### config.mk
export PLATFORM = sky130hd
export DESIGN_NAME = utf8_sanitize_replace_core
export DESIGN_NICKNAME = d
export VERILOG_FILES = /design/src/rtl/utf8s_pkg.sv /design/src/rtl/utf8_sanitize_replace_core.sv /design/src/rtl/utf8s_front.sv /design/src/rtl/utf8s_queue.sv /design/src/rtl/utf8s_back.sv
export SDC_FILE = /design/constraint.sdc
export NUM_CORES = 1
export LEC_CHECK = 0
export ABC_AREA = 1
export BUFFER_PORTS_ARGS = -buffer_cell sky130_fd_sc_hd__buf_2
export CORE_MARGIN = 1
export CORE_UTILIZATION = 56
export CTS_CLUSTER_SIZE = 14
export DETAILED_ROUTE_END_ITERATION = 10
export PLACE_DENSITY = 0.88
export SLEW_MARGIN = 20
export SYNTH_ARGS = -nofsm -noshare
export SYNTH_HDL_FRONTEND = slang
export SYNTH_SLANG_ARGS = --single-unit
### constraint.sdc
create_clock -name aclk -period 4.2 [get_ports aclk]
set_input_delay 0.84 -clock aclk [delete_from_list [all_inputs] [get_ports aclk]]
set_output_delay 0.84 -clock aclk [all_outputs]
set_load 0.01 [all_outputs]
### src/rtl/utf8s_pkg.sv
// ----------------------------------------------------------------------------
// UTF-8 sanitizer package
// Shared constants, the command record passed from the front end to the
// back end, and the byte classification functions.
// ----------------------------------------------------------------------------
package utf8s_pkg;

    localparam int BYTE_W      = 8;
    localparam int MAX_RESULTS = 6;
    localparam int CNT_W       = 3;

    localparam logic [7:0] REP_BYTE0 = 8'hEF;
    localparam logic [7:0] REP_BYTE1 = 8'hBF;
    localparam logic [7:0] REP_BYTE2 = 8'hBD;

    localparam logic [7:0] CONT_MIN    = 8'h80;
    localparam logic [7:0] CONT_MAX    = 8'hBF;
    localparam logic [7:0] LEAD2_MIN   = 8'hC2;
    localparam logic [7:0] LEAD2_MAX   = 8'hDF;
    localparam logic [7:0] LEAD3_MIN   = 8'hE0;
    localparam logic [7:0] LEAD3_MAX   = 8'hEF;
    localparam logic [7:0] LEAD4_MIN   = 8'hF0;
    localparam logic [7:0] LEAD4_MAX   = 8'hF4;
    localparam logic [7:0] LEAD_E0     = 8'hE0;
    localparam logic [7:0] LEAD_ED     = 8'hED;
    localparam logic [7:0] LEAD_F0     = 8'hF0;
    localparam logic [7:0] LEAD_F4     = 8'hF4;
    localparam logic [7:0] LIMIT_A0    = 8'hA0;
    localparam logic [7:0] LIMIT_90    = 8'h90;

    localparam logic [2:0] LEN_NONE = 3'd0;
    localparam logic [2:0] LEN_TWO  = 3'd2;
    localparam logic [2:0] LEN_THREE = 3'd3;
    localparam logic [2:0] LEN_FOUR = 3'd4;

    typedef struct packed {
        logic [MAX_RESULTS-1:0][BYTE_W-1:0] bytes;
        logic [CNT_W-1:0]                   cnt;
        logic                               fin;
    } cmd_t;

    function automatic logic [2:0] lead_length(input logic [7:0] c);
        logic [2:0] n;
        n = LEN_NONE;
        if (c inside {[LEAD2_MIN:LEAD2_MAX]}) begin
            n = LEN_TWO;
        end else if (c inside {[LEAD3_MIN:LEAD3_MAX]}) begin
            n = LEN_THREE;
        end else if (c inside {[LEAD4_MIN:LEAD4_MAX]}) begin
            n = LEN_FOUR;
        end
        return n;
    endfunction

    function automatic logic cont_ok(input logic [7:0] lead, input logic [1:0] pos,
                                     input logic [7:0] d);
        logic r;
        r = d inside {[CONT_MIN:CONT_MAX]};
        if (pos == 2'd1) begin
            if (lead == LEAD_E0 && d < LIMIT_A0) r = 1'b0;
            if (lead == LEAD_ED && d >= LIMIT_A0) r = 1'b0;
            if (lead == LEAD_F0 && d < LIMIT_90) r = 1'b0;
            if (lead == LEAD_F4 && d >= LIMIT_90) r = 1'b0;
        end
        return r;
    endfunction

endpackage

### src/rtl/utf8_sanitize_replace_core.sv
// Path: the first output byte of an input transfer passes through the command queue and then the output register.
// Throughput: one input transfer per cycle while the command queue has room.
// Output runs one byte per cycle while m_tready is high, so items making several bytes set the sustained rate.
// Reset: synchronous active-low aresetn clears pending state, queue and output.
// ----------------------------------------------------------------------------
// UTF-8 sanitizer core
// Replaces ill-formed UTF-8 in a byte stream with U+FFFD and passes the
// well-formed text through unchanged.
// ----------------------------------------------------------------------------
module utf8_sanitize_replace_core #(
    parameter int QUEUE_DEPTH = 4
) (
    input  logic       aclk,
    input  logic       aresetn,
    input  logic       s_tvalid,
    output logic       s_tready,
    input  logic [7:0] s_tdata,   // in_byte
    input  logic       s_tlast,   // final_byte
    output logic       m_tvalid,
    input  logic       m_tready,
    output logic [7:0] m_tdata,   // out_byte
    output logic       m_tlast,   // run_end
    output logic       m_tuser    // stream_end
);

    logic            push;
    logic            pop;
    logic            q_full;
    logic            q_valid;
    utf8s_pkg::cmd_t cmd;
    utf8s_pkg::cmd_t q_head;

    utf8s_front u_front (
        .aclk     (aclk),
        .aresetn  (aresetn),
        .s_tvalid (s_tvalid),
        .s_tready (s_tready),
        .s_tdata  (s_tdata),
        .s_tlast  (s_tlast),
        .q_full   (q_full),
        .push     (push),
        .cmd      (cmd)
    );

    utf8s_queue #(
        .DEPTH (QUEUE_DEPTH)
    ) u_queue (
        .aclk      (aclk),
        .aresetn   (aresetn),
        .push      (push),
        .push_data (cmd),
        .pop       (pop),
        .full      (q_full),
        .valid     (q_valid),
        .head      (q_head)
    );

    utf8s_back u_back (
        .aclk     (aclk),
        .aresetn  (aresetn),
        .q_valid  (q_valid),
        .q_head   (q_head),
        .pop      (pop),
        .m_tvalid (m_tvalid),
        .m_tready (m_tready),
        .m_tdata  (m_tdata),
        .m_tlast  (m_tlast),
        .m_tuser  (m_tuser)
    );

`ifndef SYNTHESIS
    a_final_makes_output: assert property (@(posedge aclk) disable iff (!aresetn)
        (s_tvalid && s_tready && s_tlast) |-> push)
        else $error("Final transfer produced no output command.");

    a_stream_end_is_run_end: assert property (@(posedge aclk) disable iff (!aresetn)
        (m_tvalid && m_tuser) |-> m_tlast)
        else $error("Stream end flagged on a byte that does not end its run.");

    a_no_phantom_output: assert property (@(posedge aclk) disable iff (!aresetn)
        (!q_valid && !m_tvalid) |=> !m_tvalid)
        else $error("Output became valid with an empty queue.");
`endif

endmodule

### src/rtl/utf8s_front.sv
// ----------------------------------------------------------------------------
// UTF-8 sanitizer front end
// Accepts input bytes, tracks the pending sequence and turns each transfer
// that produces bytes into one command listing those bytes.
// ----------------------------------------------------------------------------
module utf8s_front (
    input  logic              aclk,
    input  logic              aresetn,
    input  logic              s_tvalid,
    output logic              s_tready,
    input  logic [7:0]        s_tdata,
    input  logic              s_tlast,
    input  logic              q_full,
    output logic              push,
    output utf8s_pkg::cmd_t   cmd
);

    logic [2:0]      exp_len_reg, exp_len_next;
    logic [1:0]      held_cnt_reg, held_cnt_next;
    logic [2:0][7:0] held_reg;

    logic            accept;
    logic            pend;
    logic            ok;
    logic            complete;
    logic [2:0]      lead_n;
    logic            hold_we;
    logic [1:0]      hold_idx;
    logic            prefix;
    logic [2:0][7:0] tail_bytes;
    logic [1:0]      tail_cnt;

    assign s_tready = ~q_full;
    assign accept   = s_tvalid & ~q_full;
    assign pend     = exp_len_reg != utf8s_pkg::LEN_NONE;
    assign ok       = utf8s_pkg::cont_ok(held_reg[0], held_cnt_reg, s_tdata);
    assign complete = ({1'b0, held_cnt_reg} + 3'd1) >= exp_len_reg;
    assign lead_n   = utf8s_pkg::lead_length(s_tdata);

    always_comb begin
        cmd           = '0;
        cmd.fin       = s_tlast;
        exp_len_next  = exp_len_reg;
        held_cnt_next = held_cnt_reg;
        hold_we       = 1'b0;
        hold_idx      = held_cnt_reg;
        prefix        = 1'b0;
        tail_bytes    = '0;
        tail_cnt      = 2'd0;
        if (pend && ok && complete) begin
            case (held_cnt_reg)
                2'd1: begin
                    cmd.bytes[0] = held_reg[0];
                    cmd.bytes[1] = s_tdata;
                    cmd.cnt      = 3'd2;
                end
                2'd2: begin
                    cmd.bytes[0] = held_reg[0];
                    cmd.bytes[1] = held_reg[1];
                    cmd.bytes[2] = s_tdata;
                    cmd.cnt      = 3'd3;
                end
                2'd3: begin
                    cmd.bytes[0] = held_reg[0];
                    cmd.bytes[1] = held_reg[1];
                    cmd.bytes[2] = held_reg[2];
                    cmd.bytes[3] = s_tdata;
                    cmd.cnt      = 3'd4;
                end
                default: begin
                    cmd.bytes[0] = s_tdata;
                    cmd.cnt      = 3'd1;
                end
            endcase
            exp_len_next  = utf8s_pkg::LEN_NONE;
            held_cnt_next = 2'd0;
        end else if (pend && ok) begin
            if (s_tlast) begin
                cmd.bytes[0]  = utf8s_pkg::REP_BYTE0;
                cmd.bytes[1]  = utf8s_pkg::REP_BYTE1;
                cmd.bytes[2]  = utf8s_pkg::REP_BYTE2;
                cmd.cnt       = 3'd3;
                exp_len_next  = utf8s_pkg::LEN_NONE;
                held_cnt_next = 2'd0;
            end else begin
                hold_we       = 1'b1;
                held_cnt_next = held_cnt_reg + 2'd1;
            end
        end else begin
            prefix        = pend;
            exp_len_next  = utf8s_pkg::LEN_NONE;
            held_cnt_next = 2'd0;
            if (!s_tdata[7]) begin
                tail_bytes[0] = s_tdata;
                tail_cnt      = 2'd1;
            end else if (lead_n == utf8s_pkg::LEN_NONE || s_tlast) begin
                tail_bytes[0] = utf8s_pkg::REP_BYTE0;
                tail_bytes[1] = utf8s_pkg::REP_BYTE1;
                tail_bytes[2] = utf8s_pkg::REP_BYTE2;
                tail_cnt      = 2'd3;
            end else begin
                hold_we       = 1'b1;
                hold_idx      = 2'd0;
                exp_len_next  = lead_n;
                held_cnt_next = 2'd1;
            end
            if (prefix) begin
                cmd.bytes[0]   = utf8s_pkg::REP_BYTE0;
                cmd.bytes[1]   = utf8s_pkg::REP_BYTE1;
                cmd.bytes[2]   = utf8s_pkg::REP_BYTE2;
                cmd.bytes[5:3] = tail_bytes;
                cmd.cnt        = 3'd3 + {1'b0, tail_cnt};
            end else begin
                cmd.bytes[2:0] = tail_bytes;
                cmd.cnt        = {1'b0, tail_cnt};
            end
        end
    end

    assign push = accept && (cmd.cnt != 3'd0);

    always_ff @(posedge aclk) begin
        if (!aresetn) begin
            exp_len_reg  <= utf8s_pkg::LEN_NONE;
            held_cnt_reg <= 2'd0;
        end else if (accept) begin
            exp_len_reg  <= exp_len_next;
            held_cnt_reg <= held_cnt_next;
        end
    end

    always_ff @(posedge aclk) begin
        if (accept && hold_we) begin
            held_reg[hold_idx] <= s_tdata;
        end
    end

endmodule

### src/rtl/utf8s_queue.sv
// ----------------------------------------------------------------------------
// UTF-8 sanitizer command queue
// A small register queue that decouples the front end from the back end.
// ----------------------------------------------------------------------------
module utf8s_queue #(
    parameter int DEPTH = 4
) (
    input  logic              aclk,
    input  logic              aresetn,
    input  logic              push,
    input  utf8s_pkg::cmd_t   push_data,
    input  logic              pop,
    output logic              full,
    output logic              valid,
    output utf8s_pkg::cmd_t   head
);

    localparam int PTR_W = (DEPTH > 1) ? $clog2(DEPTH) : 1;
    localparam int LVL_W = $clog2(DEPTH + 1);

    utf8s_pkg::cmd_t   mem_reg [DEPTH];
    logic [PTR_W-1:0]  wr_ptr_reg, wr_ptr_next;
    logic [PTR_W-1:0]  rd_ptr_reg, rd_ptr_next;
    logic [LVL_W-1:0]  level_reg, level_next;

    assign full  = level_reg == LVL_W'(DEPTH);
    assign valid = level_reg != '0;
    assign head  = mem_reg[rd_ptr_reg];

    always_comb begin
        wr_ptr_next = wr_ptr_reg;
        rd_ptr_next = rd_ptr_reg;
        if (push) begin
            wr_ptr_next = (wr_ptr_reg == PTR_W'(DEPTH - 1)) ? '0 : wr_ptr_reg + 1'b1;
        end
        if (pop) begin
            rd_ptr_next = (rd_ptr_reg == PTR_W'(DEPTH - 1)) ? '0 : rd_ptr_reg + 1'b1;
        end
        case ({push, pop})
            2'b10:   level_next = level_reg + 1'b1;
            2'b01:   level_next = level_reg - 1'b1;
            default: level_next = level_reg;
        endcase
    end

    always_ff @(posedge aclk) begin
        if (!aresetn) begin
            wr_ptr_reg <= '0;
            rd_ptr_reg <= '0;
            level_reg  <= '0;
        end else begin
            wr_ptr_reg <= wr_ptr_next;
            rd_ptr_reg <= rd_ptr_next;
            level_reg  <= level_next;
        end
    end

    always_ff @(posedge aclk) begin
        if (push) begin
            mem_reg[wr_ptr_reg] <= push_data;
        end
    end

endmodule

### src/rtl/utf8s_back.sv
// ----------------------------------------------------------------------------
// UTF-8 sanitizer back end
// Walks through the bytes of the command at the queue head and drives them
// one per transfer through the output register.
// ----------------------------------------------------------------------------
module utf8s_back (
    input  logic              aclk,
    input  logic              aresetn,
    input  logic              q_valid,
    input  utf8s_pkg::cmd_t   q_head,
    output logic              pop,
    output logic              m_tvalid,
    input  logic              m_tready,
    output logic [7:0]        m_tdata,
    output logic              m_tlast,
    output logic              m_tuser
);

    logic [2:0] idx_reg, idx_next;
    logic       m_tvalid_reg;
    logic [7:0] m_tdata_reg;
    logic       m_tlast_reg;
    logic       m_tuser_reg;

    logic       load;
    logic       fire;
    logic       last;
    logic [7:0] sel_byte;

    assign load = ~m_tvalid_reg | m_tready;
    assign fire = load & q_valid;
    assign last = (idx_reg + 3'd1) == q_head.cnt;
    assign pop  = fire & last;

    always_comb begin
        case (idx_reg)
            3'd0:    sel_byte = q_head.bytes[0];
            3'd1:    sel_byte = q_head.bytes[1];
            3'd2:    sel_byte = q_head.bytes[2];
            3'd3:    sel_byte = q_head.bytes[3];
            3'd4:    sel_byte = q_head.bytes[4];
            3'd5:    sel_byte = q_head.bytes[5];
            default: sel_byte = q_head.bytes[0];
        endcase
        idx_next = idx_reg;
        if (fire) begin
            idx_next = last ? 3'd0 : idx_reg + 3'd1;
        end
    end

    always_ff @(posedge aclk) begin
        if (!aresetn) begin
            m_tvalid_reg <= 1'b0;
            idx_reg      <= 3'd0;
        end else begin
            idx_reg <= idx_next;
            if (load) begin
                m_tvalid_reg <= q_valid;
            end
        end
    end

    always_ff @(posedge aclk) begin
        if (fire) begin
            m_tdata_reg <= sel_byte;
            m_tlast_reg <= last;
            m_tuser_reg <= last & q_head.fin;
        end
    end

    assign m_tvalid = m_tvalid_reg;
    assign m_tdata  = m_tdata_reg;
    assign m_tlast  = m_tlast_reg;
    assign m_tuser  = m_tuser_reg;

endmodule

* After elaboration in Yosys (flattened, before gate mapping)
Memories as Yosys holds them, arrays and structs flattened. A register that Yosys moved wholly into a read port is not among the register bits.
Index checks and enable logic that the tools add are counted.
** Storage, ports and cells
- Flip-flop bits (word level) :: 50
- Memories kept :: 1
- Word-level logic and storage cells :: 141
- Memory bits (writable) :: 208
- Input port bits :: 13
- Output and inout bits :: 12
** Cells by class
- Mux-type cells :: 57
- $add $sub $neg :: 8
- Reduce and logical (&&, ||, !) cells :: 21
- $lt $le $gt $ge :: 15
- Equal/unequal tests :: 19
- Bitwise logic cells :: 7
** Memory list
- u_queue.mem_reg :: words 4, width 52, read ports 1, clocked after Yosys merged registers in 1, wr ports 1, line utf8s_queue.sv:21 : utf8s_pkg::cmd_t mem_reg [DEPTH];
** Operator list (number)
- $mux 27 :: 3
- $mux 24 :: 3
- $ge 8x8->1 const B :: 6
- $pmux 8 s5 :: 1
- $mux 35 :: 1
- $pmux 11 s3 :: 1
- $eq 8x8->1 const B :: 4
- $le 8x8->1 const B :: 4
- $mux 16 :: 2
- $mux 2 :: 16
- $pmux 8 s2 :: 2
- $mux 3 :: 9
- $bwmux 24 :: 1
- $mux 8 :: 3
- $demux 8 s2 :: 1
- $lt 8x8->1 const B :: 2
- $logic_and 1x1->1 :: 13
- $mux 1 :: 13
- $eq 2x2->1 const B :: 5
- $eq 3x3->1 const B :: 3
- $reduce_bool 3->1 :: 3
- $add 2x1->2 const B :: 3
- $add 3x1->3 const B :: 2
- $eq 3x2->1 const B :: 2
- 19 further kinds :: 24

* Logic depth before layout (Yosys ltp)
- Word-level depth :: 19
- Gate-level depth with buffers :: 21
- Depth with buffers taken out :: 20

* Hierarchy
Synthesis repeated with hierarchy kept, for this count alone.
** Unflattened totals
- Cell total of the unflattened synthesis :: 990
- Area, all modules :: 11348.4 µm²
** By module, submodules not included
- utf8s_queue :: area an instance 8151.6 µm², times used 1, cells an instance 563, seq. area each 6426.2 µm²
- utf8s_front :: area an instance 2223.4 µm², times used 1, cells an instance 284, seq. area each 820.8 µm²
- utf8s_back :: area an instance 973.4 µm², times used 1, cells an instance 143, seq. area each 380.4 µm²

* Worst setup path after synthesis
Ideal clock, no wire load.
- Path type :: input port to flip-flop
- From :: input port s_tdata[5]
- To :: memory u_queue.mem_reg[3][0] in the netlist's numbering (enable)
- Library setup time :: 431 ps
- Cell stages on the path :: 12
- Setup slack :: 192 ps
- Arrival time :: 3577 ps
- Path buffers :: 1
- Path through :: buf_6 a21oi_1 nand2_1 nand2_1 nand2_2 ha_1 inv_1 nand2_1 nand3_1 nand3_2 nand2_2 nor2_1
** On the way
- Cells in the longest elaborated chain, start to end :: 19
- Elaborated cells on any way between the ends :: 44
** Ends and longest elaborated chain
- start: declaration :: line utf8_sanitize_replace_core.sv:17 : input logic [7:0] s_tdata,
- $ge 8x8->1 / $le 8x8->1 (equally long branches) :: line utf8s_pkg.sv:49 : end else if (c inside {[LEAD4_MIN:LEAD4_MAX]}) begin
- $logic_and 1x1->1 :: line utf8s_pkg.sv:49
- $mux 3 :: line utf8s_pkg.sv:49
- $mux 3 :: line utf8s_pkg.sv:47 : end else if (c inside {[LEAD3_MIN:LEAD3_MAX]}) begin
- $mux 3 :: line utf8s_pkg.sv:45 : if (c inside {[LEAD2_MIN:LEAD2_MAX]}) begin
- $logic_not 3->1 :: line utf8s_front.sv:96 : end else if (lead_n == utf8s_pkg::LEN_NONE || s_tlast) begin
- $logic_or 1x1->1 :: line utf8s_front.sv:96
- $mux 2 :: line utf8s_front.sv:96
- [... 3 more ...]
- $add 2x2->3 :: line utf8s_front.sv:112 : cmd.cnt = 3'd3 + {1'b0, tail_cnt};
- $mux 27 :: line utf8s_front.sv:107 : if (prefix) begin
- $mux 27 :: line utf8s_front.sv:77 : end else if (pend && ok) begin
- $mux 35 (*) :: line utf8s_front.sv:50 : if (pend && ok && complete) begin
- $reduce_bool 3->1 (*) :: line utf8s_front.sv:120 : assign push = accept && (cmd.cnt != 3'd0);
- $logic_and 1x1->1 (*) :: line utf8s_front.sv:120
- $mux 1 (*) :: line utf8s_queue.sv:59 : if (push) begin
- $mux 1 (not written as such) (*) :: line utf8s_queue.sv:60 : mem_reg[wr_ptr_reg] <= push_data;
- end: declaration :: line utf8s_queue.sv:21
Mark *: on every way between the ends. The rest lies on a longest branch, timed or not. The select of a mux whose other input is x is not followed.

* Worst setup path in the final report
- From :: register u_front.held_cnt_reg[0]
- To :: register u_queue.level_reg[2]
** On the way
- Cells in the longest elaborated chain, start to end :: 9
- Elaborated cells on any way between the ends :: 17
** Ends and longest elaborated chain
- start: declaration :: line utf8s_front.sv:19 : logic [1:0] held_cnt_reg, held_cnt_next;
- start signal: assignment :: line utf8s_front.sv:128 : held_cnt_reg <= held_cnt_next;
- parallel branches: the longest is 4 deep, another holds $add 2x1->3
- $mux 35 (*) :: line utf8s_front.sv:50
- $reduce_bool 3->1 (*) :: line utf8s_front.sv:120
- $logic_and 1x1->1 (*) :: line utf8s_front.sv:120
- $eq 2x1->1 / $eq 2x2->1 (equally long branches) :: line utf8s_queue.sv:39 : case ({push, pop})
- $pmux 3 s2 / $reduce_bool 2->1 (equally long branches)
- end signal: assignment :: line utf8s_queue.sv:54 : level_reg <= level_next;
- end: declaration :: line utf8s_queue.sv:24 : logic [LVL_W-1:0] level_reg, level_next;
Every way passes the cells marked *.
A chain may end at the register's enable or synchronous reset.

==> impl_results.md <==
- Setup TNS: 0 ps
- Critical R2R Capture: u_queue.level_reg[2]
- F_max: between 200 and 300 MHz
- Hold-fix buffers, CTS: 0
- Fraction of layout instances using a drive strength above 1: 0.121
- CP Depth: 16
- Synth warn: 0
- Cell depth of the worst flop-to-flop path: 16
- Detailed Place HPWL: ~11,000 µm
- Post-synth EDFFs: ~180
- Vias in the first global route: between 5,000 and 6,000
- CP Class: flop to flop
- Hold Fails Final Rpt: 0
- Place WS: ~410 ps
- Iter 0 DRT Violations: roughly 700
- Worst-path fanout max: 10
- Input/output buffers: 24
- Final Max Tran Viols: 0
- CTS Buffer Depth: 2
- Placed cells: between 900 and 1,000
- Max FFs per register: about 150
- Required time worst endpoint: 4520 ps
- Min Tclk post-route: approximately 3700 ps
- Worst-case clock skew: roughly 7.2 ps
- Peak VDD IR: ~0.37 mV
- Final non-filler cell total: 990
- Sink Count: 200
- Overall Global Routing Usage: 0.239
- Unrepaired setup endpoints after global routing: no
- FF+latch area: around 0.0058 mm²
- Final WL: 18,300 µm
- Max Cap Viol: 0
- Critical path endpoint: u_queue.level_reg[2]
- CP peak stage delay: about 460 ps
- Max-slew headroom: 0.441
- Startpoint types: flop
- Vias: ~6,000
- CTS tree: built
- Crit-path slowest cell: ha_1
- Area of the mapped netlist: approximately 0.0087 mm²
- CTS H-tree lvls: 4
- Crit path from: u_front.held_cnt_reg[0]
- Net Count, Synth: 803
- Initial Utilization: 0.576
- Area leader, netlist: edfxtp_1
- Routed WL per cell: about 19 µm
- Worst R2R Setup Slack: ~500 ps
- Critical R2R Launch: u_front.held_cnt_reg[0]
- Die X: 127 µm
- Worst-path clk slew: around 70 ps
- Fraction of registers with async set/reset: 0
- Final Power: roughly 6 mW
- Status: complete, no violations
- Delay-heaviest family, CP: adder cells
- CORE AREA: 0.0152 mm²
- Post-route setup slack: ~500 ps
- Syn Area/Cell: 11.4 µm²
- Syn Inst Count: 770
- Pwr dens: between 600 and 700 mW/mm²
- CP Buf/Inv Count: 2
- CP cell instances: ha_1 -> ha_1 -> a21oi_1 -> nand3_1 -> inv_1 -> nand4_2 -> nand3b_1 -> nand3_2 -> nand2_2 -> ha_1 -> inv_1 -> fa_1 -> a21oi_1 -> o21ai_0 -> o21ai_0 -> a21oi_1
- Synth area leaders: edfxtp_1 (62%), o21ai_0 (5.1%), nor2_1 (4.8%)
- DRC violations left: 0
- Setup violations, final: 0
- Yosys top cell area share: 0.625
- Gr ovfl total: 0
- GPL Wtd Cong: approximately 0.90
- Root Driver: clkbuf_16
- Hold_ws: ~500 ps
- Number of I/O pins: 25
- CTS buffer count: 17
- Drt first pass iters: 6
- Hold crit path type: flop to flop
- Antenna violations before repair: 0
- Seq cells post-synth: 200
- Leak pwr: about 3.5 nW
- # fillers: roughly 1,100
- Die height: 127 µm
- Clk_lat worst skew: approximately 430 ps
- Seq/Total Area, Yosys: 0.666
- Post-CTS Setup Bufs: 0
- Diodes inserted: 0
- Nets@finish: 822
- Layout area overhead: 10.6%
- Detail Route Antenna Nets: 0
- Worst EP arrival: around 4000 ps
- Largest net degree at the start of global routing: between 40 and 50
- Multi-input logic area: 0.00255 mm²
- Post-CTS sizing: 0
- Top_reg_cell synth: edfxtp_1
- Distinct cell type count after synthesis: 42
- Die area: about 0.016 mm²
- Vias per inst: roughly 6.1
- Slew @ Worst Pin: roughly 830 ps
- Critical Path End Type: flop
- Fin crit share: 0.880
- Std-Cell Rows: 45
- Global-route wire length before repair: 28,800 µm
kinds of logic after synthesis:
group                      after synthesis  share of synthesized area
AOI/OAI and AO/OA                      184                      0.122
xor gates and xnor gates                 3                    0.00300
adders and majority gates               20                     0.0295
buffers and inverters                   97                     0.0458
DFF                                    200                      0.666
and+or+nand+nor                        266                      0.134
worst min path at each step:
stage	start	endpoint	slack, ps	cells past startpoint
final	u_queue.level_reg[2]	u_queue.level_reg[2]	500	2
after global routing	u_queue.level_reg[2]	u_queue.level_reg[2]	530	2
after CTS	u_queue.level_reg[2]	u_queue.level_reg[2]	500	2
after detailed placement	u_queue.level_reg[2]	u_queue.level_reg[2]	490	2
after global placement	u_queue.level_reg[1]	u_queue.level_reg[1]	470	2
after floorplan	u_queue.level_reg[1]	u_queue.level_reg[1]	460	2
metrics by stage:
stage / cell area, µm² / utilization
floorplan: 8750 / -
global placement: 9050 / 0.595
detailed placement: 9050 / 0.595
CTS: 9680 / 0.637
global route: 9680 / 0.637
finish: 9680 / 0.637
cell type report:
class,count,share of cell area
Multi-Input combinational cell,473,0.264
Inverter,62,0.0240
Sequential cell,200,0.602
Clock inverter,14,0.0204
Timing Repair Buffer,35,0.0209
Tap cell,188,0.0243
Clock buffer,18,0.0443
power breakdown:
| group | internal, mW | switching (mW) | leakage, nW |
|---|---|---|---|
| clock | 1.00 | 0.710 | 0.300 |
| combinational | 0.459 | 1.10 | 1.37 |
| sequential | 2.56 | 0.105 | 1.81 |
| total | 4.03 | 1.91 | 3.47 |
Yosys cell counts, drive strengths merged (2+ instances only):
cell type	count
nand3	47
a22oi	8
nand3b	2
a311oi	5
nor2	118
o211ai	6
nand2	88
buf	20
a41oi	5
nor3	2
xor2	3
clkbuf	15
inv	62
nand4	7
dfxtp	18
nor4	2
edfxtp	182
o22ai	27
o21ai	99
a211oi	4
a21oi	24
a32oi	2
ha	19
worst register-to-register path, cell delays in order, from the launching register on:
cell and delay [ps]:
dfxtp_1 440, ha_1 460, ha_1 350, a21oi_1 140, nand3_1 160, inv_1 170
nand4_2 220, nand3b_1 200, nand3_2 130, nand2_2 230, ha_1 190, inv_1 70
fa_1 370, a21oi_1 130, o21ai_0 100, o21ai_0 160, a21oi_1 50
placed cells by master, fill, tap and decap left out, types with 11 or more instances in the layout:
master     count
edfxtp_1     182
a21oi_1       24
buf_2         24
o21ai_0       89
ha_1          19
o22ai_1       27
nor2_1       108
nand3_1       45
buf_4         11
clkbuf_16     17
nand2_1       84
inv_1         53
dfxtp_1       17
layer usage:
layer	share of wire	up-vias	wire length, µm	GRT usage
met5	0	-	0	0
met4	0.014	0	263	0.0805
met3	0.085	25	1560	0.0465
met2	0.49	331	9040	0.399
met1	0.41	2845	7470	0.317
li1	-	2797	-	-
No activity file was read; power rests on OpenSTA's default activity.
